==> config.mk <==
export PLATFORM = sky130hd
export DESIGN_NAME = spi_eeprom_master
export DESIGN_NICKNAME = d
export VERILOG_FILES = /design/src/design/sem_pkg.sv /design/src/design/sem_cfg_regs.sv /design/src/design/sem_engine.sv /design/src/design/spi_eeprom_master.sv
export SDC_FILE = /design/constraint.sdc
export NUM_CORES = 1
export LEC_CHECK = 0
export ABC_AREA = 1
export BUFFER_PORTS_ARGS = -buffer_cell sky130_fd_sc_hd__buf_2
export CAP_MARGIN = 20
export CORE_AREA = 2 2 146 148
export CTS_CLUSTER_DIAMETER = 100
export DETAILED_ROUTE_END_ITERATION = 6
export DIE_AREA = 0 0 148 150
export SLEW_MARGIN = 20
export SYNTH_ARGS = -nofsm -noshare
export SYNTH_HDL_FRONTEND = slang
export SYNTH_HIERARCHICAL = 1
export SYNTH_SLANG_ARGS = --single-unit
==> constraint.sdc <==
create_clock -name clk -period 3.7 [get_ports clk]
set_input_delay 0.37 -clock clk [delete_from_list [all_inputs] [get_ports clk]]
set_output_delay 0.37 -clock clk [all_outputs]
set_load 0.03 [all_outputs]
==> src/design/sem_pkg.sv <==
// ----------------------------------------------------------------------------
// SPI EEPROM master package
// Shared types, command codes and the frame program table.
// ----------------------------------------------------------------------------
package sem_pkg;

    typedef enum logic [1:0] {
        OP_READ_BYTE    = 2'd0,
        OP_WRITE_BYTE   = 2'd1,
        OP_READ_STATUS  = 2'd2,
        OP_WRITE_STATUS = 2'd3
    } sem_op_t;

    typedef enum logic [2:0] {
        F_END       = 3'd0,
        F_WREN      = 3'd1,
        F_WRSR_PRE  = 3'd2,
        F_WRSR_DATA = 3'd3,
        F_POLL      = 3'd4,
        F_RDSR      = 3'd5,
        F_READ      = 3'd6,
        F_WRITE     = 3'd7
    } sem_frame_t;

    typedef enum logic [1:0] {
        CFG_HALF_PERIOD     = 2'd0,
        CFG_POLL_LIMIT      = 2'd1,
        CFG_STATUS_PREAMBLE = 2'd2,
        CFG_UNUSED          = 2'd3
    } sem_cfg_idx_t;

    localparam logic [7:0] CMD_WRSR  = 8'h01;
    localparam logic [7:0] CMD_WRITE = 8'h02;
    localparam logic [7:0] CMD_READ  = 8'h03;
    localparam logic [7:0] CMD_RDSR  = 8'h05;
    localparam logic [7:0] CMD_WREN  = 8'h06;

    localparam logic [3:0] SEQ_IDLE = 4'd15;

    localparam logic [15:0] HALF_PERIOD_RST     = 16'd280;
    localparam logic [7:0]  POLL_LIMIT_RST      = 8'd255;
    localparam logic [7:0]  STATUS_PREAMBLE_RST = 8'h80;

    localparam int RX_BITS = 8;

    typedef struct packed {
        logic [15:0] half_period;
        logic [7:0]  poll_limit;
        logic [7:0]  status_preamble;
    } sem_cfg_t;

    typedef struct packed {
        logic       timed_out;
        logic [7:0] read_data;
        logic       done_res;
        logic       busy_res;
        logic       cs_n;
        logic       mosi;
        logic       sclk;
    } sem_result_t;

    function automatic sem_frame_t prog_kind(input sem_op_t op, input logic [2:0] step);
        sem_frame_t kind;
        kind = F_END;
        unique case (op)
            OP_READ_BYTE:
            begin
                if (step == 3'd0) kind = F_READ;
            end
            OP_READ_STATUS:
            begin
                if (step == 3'd0) kind = F_RDSR;
            end
            OP_WRITE_STATUS:
            begin
                unique case (step)
                    3'd0:    kind = F_WREN;
                    3'd1:    kind = F_WRSR_DATA;
                    3'd2:    kind = F_POLL;
                    default: kind = F_END;
                endcase
            end
            OP_WRITE_BYTE:
            begin
                unique case (step)
                    3'd0:    kind = F_WREN;
                    3'd1:    kind = F_WREN;
                    3'd2:    kind = F_WRSR_PRE;
                    3'd3:    kind = F_POLL;
                    3'd4:    kind = F_WREN;
                    3'd5:    kind = F_WRITE;
                    3'd6:    kind = F_POLL;
                    default: kind = F_END;
                endcase
            end
            default: kind = F_END;
        endcase
        return kind;
    endfunction

    function automatic logic frame_has_rx(input sem_frame_t kind);
        return (kind == F_POLL) || (kind == F_RDSR) || (kind == F_READ);
    endfunction

endpackage

==> src/design/sem_cfg_regs.sv <==
// ----------------------------------------------------------------------------
// SPI EEPROM master configuration registers
// Holds half period, poll limit and status preamble; writes by index.
// ----------------------------------------------------------------------------
module sem_cfg_regs (
    input  logic              clk,
    input  logic              rst_n,
    input  logic              cfg_valid,
    input  logic [1:0]        cfg_index,
    input  logic [15:0]       cfg_data,
    output sem_pkg::sem_cfg_t cfg
);
    import sem_pkg::*;

    sem_cfg_t cfg_reg;
    sem_cfg_t cfg_next;

    always_comb
    begin
        cfg_next = cfg_reg;
        if (cfg_valid)
        begin
            unique case (sem_cfg_idx_t'(cfg_index))
                CFG_HALF_PERIOD:     cfg_next.half_period     = cfg_data;
                CFG_POLL_LIMIT:      cfg_next.poll_limit      = cfg_data[7:0];
                CFG_STATUS_PREAMBLE: cfg_next.status_preamble = cfg_data[7:0];
                default:             cfg_next = cfg_reg;
            endcase
        end
    end

    always_ff @(posedge clk or negedge rst_n)
    begin
        if (!rst_n)
        begin
            cfg_reg.half_period     <= HALF_PERIOD_RST;
            cfg_reg.poll_limit      <= POLL_LIMIT_RST;
            cfg_reg.status_preamble <= STATUS_PREAMBLE_RST;
        end
        else
        begin
            cfg_reg <= cfg_next;
        end
    end

    assign cfg = cfg_reg;

endmodule

==> src/design/sem_engine.sv <==
// ----------------------------------------------------------------------------
// SPI EEPROM master tick engine
// Advances the frame sequencer, bit shifter and pin levels by one tick.
// ----------------------------------------------------------------------------
module sem_engine #(
    parameter int ADDR_BITS = 16
) (
    input  logic                 clk,
    input  logic                 rst_n,
    input  logic                 step_en,
    input  sem_pkg::sem_cfg_t    cfg,
    input  logic                 start_req,
    input  logic [1:0]           opcode,
    input  logic [15:0]          address,
    input  logic [7:0]           write_data,
    input  logic                 miso,
    output sem_pkg::sem_result_t result
);
    import sem_pkg::*;

    localparam int FRAME_W = 16 + ADDR_BITS;
    localparam int BIT_W   = $clog2(FRAME_W + 1);
    localparam int LOAD_W  = BIT_W + FRAME_W;

    logic [3:0]           step_reg,      step_next;
    logic [BIT_W-1:0]     bit_cnt_reg,   bit_cnt_next;
    logic [FRAME_W-1:0]   shift_reg,     shift_next;
    logic [7:0]           in_shift_reg,  in_shift_next;
    logic [15:0]          hp_cnt_reg,    hp_cnt_next;
    logic [7:0]           poll_cnt_reg,  poll_cnt_next;
    sem_op_t              op_reg,        op_next;
    logic [ADDR_BITS-1:0] addr_reg,      addr_next;
    logic [7:0]           data_reg,      data_next;
    logic                 sclk_reg,      sclk_next;
    logic                 mosi_reg,      mosi_next;
    logic                 cs_reg,        cs_next;
    logic [7:0]           rdata_reg,     rdata_next;
    logic                 tout_reg,      tout_next;

    logic [ADDR_BITS+15:0] addr_wide;
    logic [ADDR_BITS-1:0]  addr_in;
    logic [15:0]           limit;
    logic [15:0]           hp_inc;
    sem_frame_t            kind;
    sem_frame_t            next_kind;
    logic [BIT_W-1:0]      rx;
    logic [FRAME_W-1:0]    shifted;
    logic [BIT_W-1:0]      bc_dec;
    logic [2:0]            step_inc;
    logic [LOAD_W-1:0]     load;
    logic                  done;

    function automatic logic [LOAD_W-1:0] frame_load(
        input sem_frame_t           k,
        input logic [ADDR_BITS-1:0] a,
        input logic [7:0]           d,
        input logic [7:0]           pre
    );
        logic [FRAME_W-1:0] value;
        logic [BIT_W-1:0]   bits;
        unique case (k)
            F_WRSR_PRE:
            begin
                value = {CMD_WRSR, pre, {ADDR_BITS{1'b0}}};
                bits  = BIT_W'(16);
            end
            F_WRSR_DATA:
            begin
                value = {CMD_WRSR, d, {ADDR_BITS{1'b0}}};
                bits  = BIT_W'(16);
            end
            F_POLL, F_RDSR:
            begin
                value = {CMD_RDSR, 8'h00, {ADDR_BITS{1'b0}}};
                bits  = BIT_W'(16);
            end
            F_READ:
            begin
                value = {CMD_READ, a, 8'h00};
                bits  = BIT_W'(FRAME_W);
            end
            F_WRITE:
            begin
                value = {CMD_WRITE, a, d};
                bits  = BIT_W'(FRAME_W);
            end
            default:
            begin
                value = {CMD_WREN, {(FRAME_W-8){1'b0}}};
                bits  = BIT_W'(8);
            end
        endcase
        return {bits, value};
    endfunction

    assign addr_wide = {{ADDR_BITS{1'b0}}, address};
    assign addr_in   = addr_wide[ADDR_BITS-1:0];
    assign limit     = (cfg.half_period == 16'd0) ? 16'd1 : cfg.half_period;
    assign hp_inc    = hp_cnt_reg + 16'd1;
    assign kind      = prog_kind(op_reg, step_reg[2:0]);
    assign rx        = frame_has_rx(kind) ? BIT_W'(RX_BITS) : '0;
    assign shifted   = {shift_reg[FRAME_W-2:0], 1'b0};
    assign bc_dec    = (bit_cnt_reg != '0) ? bit_cnt_reg - BIT_W'(1) : '0;
    assign step_inc  = step_reg[2:0] + 3'd1;

    always_comb
    begin
        step_next     = step_reg;
        bit_cnt_next  = bit_cnt_reg;
        shift_next    = shift_reg;
        in_shift_next = in_shift_reg;
        hp_cnt_next   = hp_cnt_reg;
        poll_cnt_next = poll_cnt_reg;
        op_next       = op_reg;
        addr_next     = addr_reg;
        data_next     = data_reg;
        sclk_next     = sclk_reg;
        mosi_next     = mosi_reg;
        cs_next       = cs_reg;
        rdata_next    = rdata_reg;
        tout_next     = tout_reg;
        next_kind     = F_END;
        load          = '0;
        done          = 1'b0;

        if (step_reg == SEQ_IDLE)
        begin
            if (start_req)
            begin
                op_next       = sem_op_t'(opcode);
                addr_next     = addr_in;
                data_next     = write_data;
                tout_next     = 1'b0;
                poll_cnt_next = '0;
                step_next     = 4'd0;
                next_kind     = prog_kind(sem_op_t'(opcode), 3'd0);
                load          = frame_load(next_kind, addr_in, write_data,
                                           cfg.status_preamble);
                bit_cnt_next  = load[LOAD_W-1:FRAME_W];
                shift_next    = load[FRAME_W-1:0];
                in_shift_next = '0;
                hp_cnt_next   = '0;
            end
        end
        else if (hp_inc >= limit)
        begin
            hp_cnt_next = '0;
            if (cs_reg)
            begin
                cs_next   = 1'b0;
                sclk_next = 1'b0;
                if (bit_cnt_reg > rx) mosi_next = shift_reg[FRAME_W-1];
            end
            else if (!sclk_reg)
            begin
                if (bit_cnt_reg <= rx) in_shift_next = {in_shift_reg[6:0], miso};
                sclk_next = 1'b1;
            end
            else
            begin
                shift_next   = shifted;
                bit_cnt_next = bc_dec;
                sclk_next    = 1'b0;
                if (bc_dec != '0)
                begin
                    if (bc_dec > rx) mosi_next = shifted[FRAME_W-1];
                end
                else
                begin
                    // close the frame
                    cs_next = 1'b1;
                    if (kind == F_READ || kind == F_RDSR) rdata_next = in_shift_reg;
                    if (kind == F_POLL && in_shift_reg[0] && poll_cnt_reg < cfg.poll_limit)
                    begin
                        poll_cnt_next = poll_cnt_reg + 8'd1;
                        load          = frame_load(F_POLL, addr_reg, data_reg,
                                                   cfg.status_preamble);
                        bit_cnt_next  = load[LOAD_W-1:FRAME_W];
                        shift_next    = load[FRAME_W-1:0];
                        in_shift_next = '0;
                    end
                    else
                    begin
                        if (kind == F_POLL && in_shift_reg[0]) tout_next = 1'b1;
                        next_kind = prog_kind(op_reg, step_inc);
                        if (next_kind == F_END)
                        begin
                            step_next = SEQ_IDLE;
                            done      = 1'b1;
                        end
                        else
                        begin
                            step_next = {1'b0, step_inc};
                            if (next_kind == F_POLL) poll_cnt_next = '0;
                            load          = frame_load(next_kind, addr_reg, data_reg,
                                                       cfg.status_preamble);
                            bit_cnt_next  = load[LOAD_W-1:FRAME_W];
                            shift_next    = load[FRAME_W-1:0];
                            in_shift_next = '0;
                        end
                    end
                end
            end
        end
        else
        begin
            hp_cnt_next = hp_inc;
        end
    end

    always_ff @(posedge clk or negedge rst_n)
    begin
        if (!rst_n)
        begin
            step_reg     <= SEQ_IDLE;
            bit_cnt_reg  <= '0;
            shift_reg    <= '0;
            in_shift_reg <= '0;
            hp_cnt_reg   <= '0;
            poll_cnt_reg <= '0;
            op_reg       <= OP_READ_BYTE;
            addr_reg     <= '0;
            data_reg     <= '0;
            sclk_reg     <= 1'b1;
            mosi_reg     <= 1'b1;
            cs_reg       <= 1'b1;
            rdata_reg    <= '0;
            tout_reg     <= 1'b0;
        end
        else if (step_en)
        begin
            step_reg     <= step_next;
            bit_cnt_reg  <= bit_cnt_next;
            shift_reg    <= shift_next;
            in_shift_reg <= in_shift_next;
            hp_cnt_reg   <= hp_cnt_next;
            poll_cnt_reg <= poll_cnt_next;
            op_reg       <= op_next;
            addr_reg     <= addr_next;
            data_reg     <= data_next;
            sclk_reg     <= sclk_next;
            mosi_reg     <= mosi_next;
            cs_reg       <= cs_next;
            rdata_reg    <= rdata_next;
            tout_reg     <= tout_next;
        end
    end

    always_comb
    begin
        result.sclk      = sclk_next;
        result.mosi      = mosi_next;
        result.cs_n      = cs_next;
        result.busy_res  = (step_next != SEQ_IDLE);
        result.done_res  = done;
        result.read_data = rdata_next;
        result.timed_out = tout_next;
    end

endmodule

==> src/design/spi_eeprom_master.sv <==
// ----------------------------------------------------------------------------
// SPI EEPROM master
// Mode-0 SPI master for a 25xx-style EEPROM, stepped one tick per input beat.
// ----------------------------------------------------------------------------
// Usage:
//   Each beat on the s_ group is one tick of the SPI engine: it carries the
//   start request, opcode, address, write byte and the sampled miso level.
//   Every accepted beat yields exactly one beat on the m_ group with the pin
//   levels (sclk, mosi, cs_n) after that tick plus busy, done, read data and
//   the poll timeout flag.
//   The result of a beat is registered at the edge that accepts it.
//   Throughput is one beat per cycle while s_tready is high; the tick update
//   is a single pass from the engine state registers into the result register.
//   The result register doubles as the hand-off stage: while it is full and
//   m_tready is low, s_tready drops and the engine state holds.
//   The cfg channel writes half_period, poll_limit and status_preamble by
//   index and is always ready; unknown indexes are dropped.
//   Reset returns the engine to idle with all pins high and the registers to
//   280 ticks per half bit, a poll limit of 255 and a preamble of 0x80.
// ----------------------------------------------------------------------------
module spi_eeprom_master #(
    parameter int ADDR_BITS = 16
) (
    input  logic        clk,
    input  logic        rst_n,
    input  logic        s_tvalid,
    output logic        s_tready,
    input  logic [31:0] s_tdata,   // start_req, opcode[1:0], address[15:0],
                                   // write_data[7:0], miso, zero fill
    output logic        m_tvalid,
    input  logic        m_tready,
    output logic [15:0] m_tdata,   // sclk, mosi, cs_n, busy_res, done_res,
                                   // read_data[7:0], timed_out, zero fill
    input  logic        cfg_valid,
    output logic        cfg_ready,
    input  logic [1:0]  cfg_index,
    input  logic [15:0] cfg_data
);
    import sem_pkg::*;

    sem_cfg_t    cfg;
    sem_result_t result;
    sem_result_t res_reg;
    logic        res_valid_reg;
    logic        res_valid_next;
    logic        accept;

    assign cfg_ready      = 1'b1;
    assign s_tready       = !res_valid_reg || m_tready;
    assign accept         = s_tvalid && s_tready;
    assign res_valid_next = accept || (res_valid_reg && !m_tready);

    sem_cfg_regs u_cfg (
        .clk       (clk),
        .rst_n     (rst_n),
        .cfg_valid (cfg_valid && cfg_ready),
        .cfg_index (cfg_index),
        .cfg_data  (cfg_data),
        .cfg       (cfg)
    );

    sem_engine #(
        .ADDR_BITS (ADDR_BITS)
    ) u_engine (
        .clk        (clk),
        .rst_n      (rst_n),
        .step_en    (accept),
        .cfg        (cfg),
        .start_req  (s_tdata[0]),
        .opcode     (s_tdata[2:1]),
        .address    (s_tdata[18:3]),
        .write_data (s_tdata[26:19]),
        .miso       (s_tdata[27]),
        .result     (result)
    );

    always_ff @(posedge clk or negedge rst_n)
    begin
        if (!rst_n)
        begin
            res_valid_reg <= 1'b0;
        end
        else
        begin
            res_valid_reg <= res_valid_next;
        end
    end

    always_ff @(posedge clk)
    begin
        if (accept)
        begin
            res_reg <= result;
        end
    end

    assign m_tvalid = res_valid_reg;
    assign m_tdata  = {2'b00, res_reg};

endmodule
* After elaboration in Yosys (flattened, before gate mapping)
Cells that the tools add are included.
** Word-level totals
- Register bits after elaboration :: 159
- Bits of input ports :: 55
- Logic and storage cells :: 224
- Output and inout bits :: 19
** Cells by class
- Multiplexer cells :: 101
- Equality and inequality tests :: 43
- Bitwise operators :: 2
- Reductions and logical operators :: 44
- Add/sub/neg operators :: 4
- Magnitude comparators :: 5
** Operators with widths (number)
- $pmux W27 S5 :: 2
- $mux W32 :: 8
- $mux W8 :: 23
- $mux W16 :: 4
- $mux W6 :: 9
- $eq A3 B3 Y1 const B :: 17
- $pmux W3 S4 :: 4
- $mux W3 :: 12
- $mux W4 :: 9
- $pmux W3 S3 :: 3
- $mux W1 :: 25
- $eq A3 B2 Y1 const B :: 8
- $pmux W6 S2 :: 2
- $add A16 B1 Y16 const B :: 1
- $ge A16 B16 Y1 :: 1
- $logic_not A16 Y1 :: 1
- $reduce_or A2 Y1 :: 7
- $gt A6 B6 Y1 :: 2
- $reduce_bool A6 Y1 :: 2
- $eq A2 B2 Y1 const B :: 5
- $logic_not A3 Y1 :: 3
- $add A8 B1 Y8 const B :: 1
- $lt A8 B8 Y1 :: 1
- $ne A4 B4 Y1 const B :: 2
- 25 further kinds :: 47

* Logic depth before layout (Yosys ltp)
- Depth in word-level cells :: 23
- Gate-level depth with buffers :: 25
- Mapped depth without buffers :: 25

* By module
The synthesis kept the hierarchy.
** By module, submodules not included
- sem_engine :: sequential area each 2811.4 um^2, times used 1, cells an instance 978, area an instance 7309.5 um^2
- sem_cfg_regs :: sequential area each 815.8 um^2, times used 1, cells an instance 142, area an instance 1365.1 um^2
- spi_eeprom_master :: sequential area each 445.4 um^2, times used 1, cells an instance 25, area an instance 495.5 um^2

* Least setup slack after synthesis
No wires, ideal clock.
- Path kind :: register to register
- Start :: register u_engine.hp_cnt_reg[0]
- End :: register res_reg (netlist bit m_tdata[10]), data pin
- Path buffers :: 1
- Data required time :: 3444 ps
- Path slack :: 232 ps
- Cell stages (with the launch flop) :: 21
- Arrival time :: 3212 ps
- Clock period less this slack :: 3468 ps
- Library setup time :: 256 ps
- Cells stage by stage :: dfrtp_1 > ha_1 > nand4_1 > nor2_1 > nand2_1 > nor3_1 > nand3_1 > nor3_1 > xnor2_1 > inv_1 > ha_1 > nand2_1 > inv_1 > nand3_1 > nor2_1 > nand3_1 > nand3_1 > nand2_1 > nor3_4 > buf_6 > o21ai_2
** RTL lines
- start: declaration :: line sem_engine.sv:29 : logic [15:0] hp_cnt_reg, hp_cnt_next;
- start signal: assignment :: line sem_engine.sv:236 : hp_cnt_reg <= hp_cnt_next;
- end signal: assignment :: line spi_eeprom_master.sv:93 : res_reg <= result;
- end: declaration :: line spi_eeprom_master.sv:43 : sem_result_t res_reg;

==> impl_metrics.ini <==
[timing]
maxSlewHeadroom_pct = 51.2
timing.final.crit_share_pct = 95.0
rsz0062_at_grt = yes
slew_viol_final = 0
worstMarginPinSlew_ns = 0.732
tns_ns = 0
period_needed_ns = 3.51
finalSetupViolations = 0
finalHoldViolations = 22
top_achievable_clock_speed_mhz = 285
whs_ns = -0.0271
final.setup_skew_ns = 0.0127

[clock_network]
tritoncts = built
cts-root-to-sink-buffers = 2
worst_skew_pair.late_latency_ns = 0.43
tritoncts_buffers = 17
holdBufCountCts = 0
clockRootBuffer = sky130_fd_sc_hd__clkbuf_16
cts-htree-levels = 4
worst_setup_hold_path_clk_slew_ns = 0.07
clock_sink_count = 159

[setup_path]
critPathKind = flip-flop to flip-flop
worst-endpoint-arrival_ns = 3.69
timing.critical_path.slowest_stage_cell = sky130_fd_sc_hd__dfrtp_1
regToRegStartpoint = u_engine/hp_cnt_reg[0]$_DFFE_PN0P_
worst-path-max-fanout = 4
worst_path_largest_cell_delay_ns = 0.38
setup.worst_path.end_class = flip-flop
critical_path_required_ns = 3.88
path_common_cell = sky130_fd_sc_hd__nand2_1
startpoint_types = flip-flop
critPathLaunch = u_engine/hp_cnt_reg[0]$_DFFE_PN0P_

[grt]
grt_usage_pct = 20.6
via_count_of_the_first_global_routing_pass = 7290
grt_start_max_net_pins = 78
global_route.overflow_total = 0
grt_antenna_before_repair = 0
global_route_wire_length_before_repair_mm = 36.7

[hold_path]
hold_class = input port to asynchronous set/reset pin

[synthesis]
synth_adder_area_share_pct = 4.78
synthArstFlopShare_pct = 91.2
synth-edff-count = 14
yosys.area_share.simple_pct = 27.7
yosys-mux-area-fraction_pct = 1.60
yosys.area.top_type = sky130_fd_sc_hd__dfrtp_1
synthesis.area_mm2 = 0.00917
synth_cell_types = 48
synth-seq-cells = 159
netlist.area_leader.share_pct = 34.4
syn_avg_cell_area_um2 = 8.01
synth-seq-area-share_pct = 44.4
synth.most_common_cell = sky130_fd_sc_hd__nand2_1
synth.cells.most_frequent = sky130_fd_sc_hd__nand2_1 (351), sky130_fd_sc_hd__dfrtp_1 (126), sky130_fd_sc_hd__inv_1 (125)
synth_compound_area_share_pct = 11.4
cell_types_with_the_largest_area_share_after_synthesis = sky130_fd_sc_hd__dfrtp_1 (34%), sky130_fd_sc_hd__nand2_1 (14%), sky130_fd_sc_hd__dfstp_2 (5.4%)
main_combinational_cell_family_by_area_after_synthesis = simple AND/OR/NAND/NOR gates
yosys_warnings = 6
ys.flop_type = sky130_fd_sc_hd__dfrtp_1
synthCells = 1145
synth_xor_xnor_area_share_pct = 1.53

[place]
placed_area_mm2 = 0.00994
post-dp-hpwl_mm = 15.5
gpl.final_weighted_congestion = 0.835
numPortBuffers = 66
numPlacedInstances = 1484

[floorplanning]
dieHeight_um = 150
core_area_mm2 = 0.0207
initial_core_util_pct = 44.3
fp.dieArea_mm2 = 0.0222
row_count = 53
boundaryPins = 74
die_x_um = 148

[routing]
ant_nets = 0
wl_mm = 22.0
detail_route.vias_per_cell = 5.10
post_drt_wl_per_cell_um = 14.5
detail_route.first_pass.iterations = 5
routed-via-count = 7753
detailedRoute.firstIterationViolations = 507
drcViolationCount = 0

[pwr]
comb_power_share_pct = 37.9
p_per_area_mw_per_mm2 = 621
p_leak_nw = 5.32
clkPwrFrac_pct = 26.4
netSwitchingFraction_pct = 39.0
power.switching_mw = 2.58
power_frac_seq_pct = 35.7
worst_vdd_rail_ir_drop_v = 0.000292
power_report.internal_total_mw = 4.05

[run_status]
failed_checks = negative hold slack
status = finished with violations

[layout]
layout-drive-gt1-share_pct = 20.7
n_antenna_cell = 0
area_growth_pct = 16.5
layout.cell_area.non_filler_mm2 = 0.0107
design.final.nets = 1322
final-instance-count-excl-fill = 1519

[run]
max-cap-violations = 0
-- per-layer routing --
| metal | global-route usage (%) | wire (um) | vias up |
|---|---|---|---|
| met2 | 32.8 | 10000 | 152 |
| met5 | 0 | 0 | - |
| met3 | 3.57 | 797 | 9 |
| met4 | 4.71 | 167 | 0 |
| met1 | 29.5 | 11000 | 3663 |
| li1 | - | - | 3929 |
-- per-stage QoR --
step / utilization [%] / power, mW / setup WS [ns]
2_1_floorplan: - / 4.16 / 0.232
4_1_cts: 50.9 / 6.56 / 0.0161
3_3_place_gp: 48.0 / 4.73 / 0.0359
6_report: 51.6 / 6.63 / 0.187
3_5_place_dp: 48.0 / 4.77 / -0.0317
5_1_grt: 51.6 / 7.14 / -0.104
-- critical path, delay by kind of cell (launching register included) --
kind	cells	cell delay (ns)
xor+xnor	1	0.15
simple gates	19	2.02
flops	1	0.38
fa+ha+maj	2	0.48
buf+inv	3	0.22
-- cells in the final DEF, fill, tap and decap left out, types with 4 or more instances in the layout --
cell type                   netlist  layout
sky130_fd_sc_hd__o21bai_1         5       5
sky130_fd_sc_hd__nand4_1         27      27
sky130_fd_sc_hd__o2111ai_1        6       6
sky130_fd_sc_hd__buf_4           11      31
sky130_fd_sc_hd__nand3b_1         4       4
sky130_fd_sc_hd__buf_6            5       6
sky130_fd_sc_hd__inv_2           18      18
sky130_fd_sc_hd__dfrtp_1        126     126
sky130_fd_sc_hd__o21ai_1         19      20
sky130_fd_sc_hd__edfxtp_1        14      14
sky130_fd_sc_hd__nor2_4           4       5
sky130_fd_sc_hd__nor2_2           6      10
sky130_fd_sc_hd__o221ai_1         4       4
sky130_fd_sc_hd__nand2_4          3       6
sky130_fd_sc_hd__mux2_2          13      13
sky130_fd_sc_hd__nor4_1           4       4
sky130_fd_sc_hd__buf_2           13      65
sky130_fd_sc_hd__nor2_1          60      55
sky130_fd_sc_hd__a22oi_1          6       6
sky130_fd_sc_hd__o211ai_1         4       4
sky130_fd_sc_hd__inv_1          125     124
sky130_fd_sc_hd__nor3_2           2       6
sky130_fd_sc_hd__a22o_1           7       7
sky130_fd_sc_hd__nand3_4          3       4
sky130_fd_sc_hd__clkbuf_16        0      18
sky130_fd_sc_hd__o22ai_1         22      22
sky130_fd_sc_hd__clkinv_4         0       4
sky130_fd_sc_hd__xor2_1          14      14
sky130_fd_sc_hd__o21ai_2         10      10
sky130_fd_sc_hd__o21ai_0         49      48
sky130_fd_sc_hd__buf_12           0       4
sky130_fd_sc_hd__nand3_1         76      73
sky130_fd_sc_hd__a21oi_1         30      28
sky130_fd_sc_hd__nand2_2         13      17
sky130_fd_sc_hd__ha_1            35      34
sky130_fd_sc_hd__nand2_1        351     344
sky130_fd_sc_hd__dfstp_2         19      19
-- timing repair --
item / 4_1_cts / 5_1_grt
setup endpoints to repair: 38 / 100
gates resized for setup: 3 / 32
setup buffers: 0 / 4
pin swaps: 0 / 14
-- final cells by class --
type	count	area, um^2
Multi-Input combinational cell	804	4430
Fill cell	2052	10000
Sequential cell	159	4070
Tap cell	275	344
Clock buffer	21	482
Timing Repair Buffer	106	706
Inverter	144	546
Clock inverter	10	101
-- final timing paths --
kind                                                    end  slack (ns)  cells past startpoint
max in group asynchronous       u_engine/cs_reg$_DFFE_PN1P_        2.84                      2
worst min-delay path              u_cfg/cfg[28]$_DFFE_PN0P_       -0.03                      1
worst max-delay path                   m_tdata[3]$_DFFE_PP_        0.19                     25
min in group clk                  u_cfg/cfg[24]$_DFFE_PN1P_        0.15                      3
worst min register to register    u_cfg/cfg[14]$_DFFE_PN1P_        0.46                      2
worst max register to register         m_tdata[3]$_DFFE_PP_        0.19                     25
-- kinds of logic after synthesis --
kind of cell / Yosys count
compound gates: 170
xor+xnor: 16
flops: 159
buf+inv: 183
mux: 13
simple gates: 567
other cells: 2
fa+ha+maj: 35
-- power by group through the flow --
| stage | sequential, mW | combinational, mW | clock, mW |
|---|---|---|---|
| final | 2.37 | 2.52 | 1.75 |
| after global routing | 2.41 | 2.86 | 1.87 |
| after CTS | 2.36 | 2.41 | 1.79 |
| after detailed placement | 2.39 | 2.39 | 0 |
| after global placement | 2.38 | 2.34 | 0 |
| after floorplan | 2.37 | 1.79 | 0 |
Power figures use the tool's default switching activity.
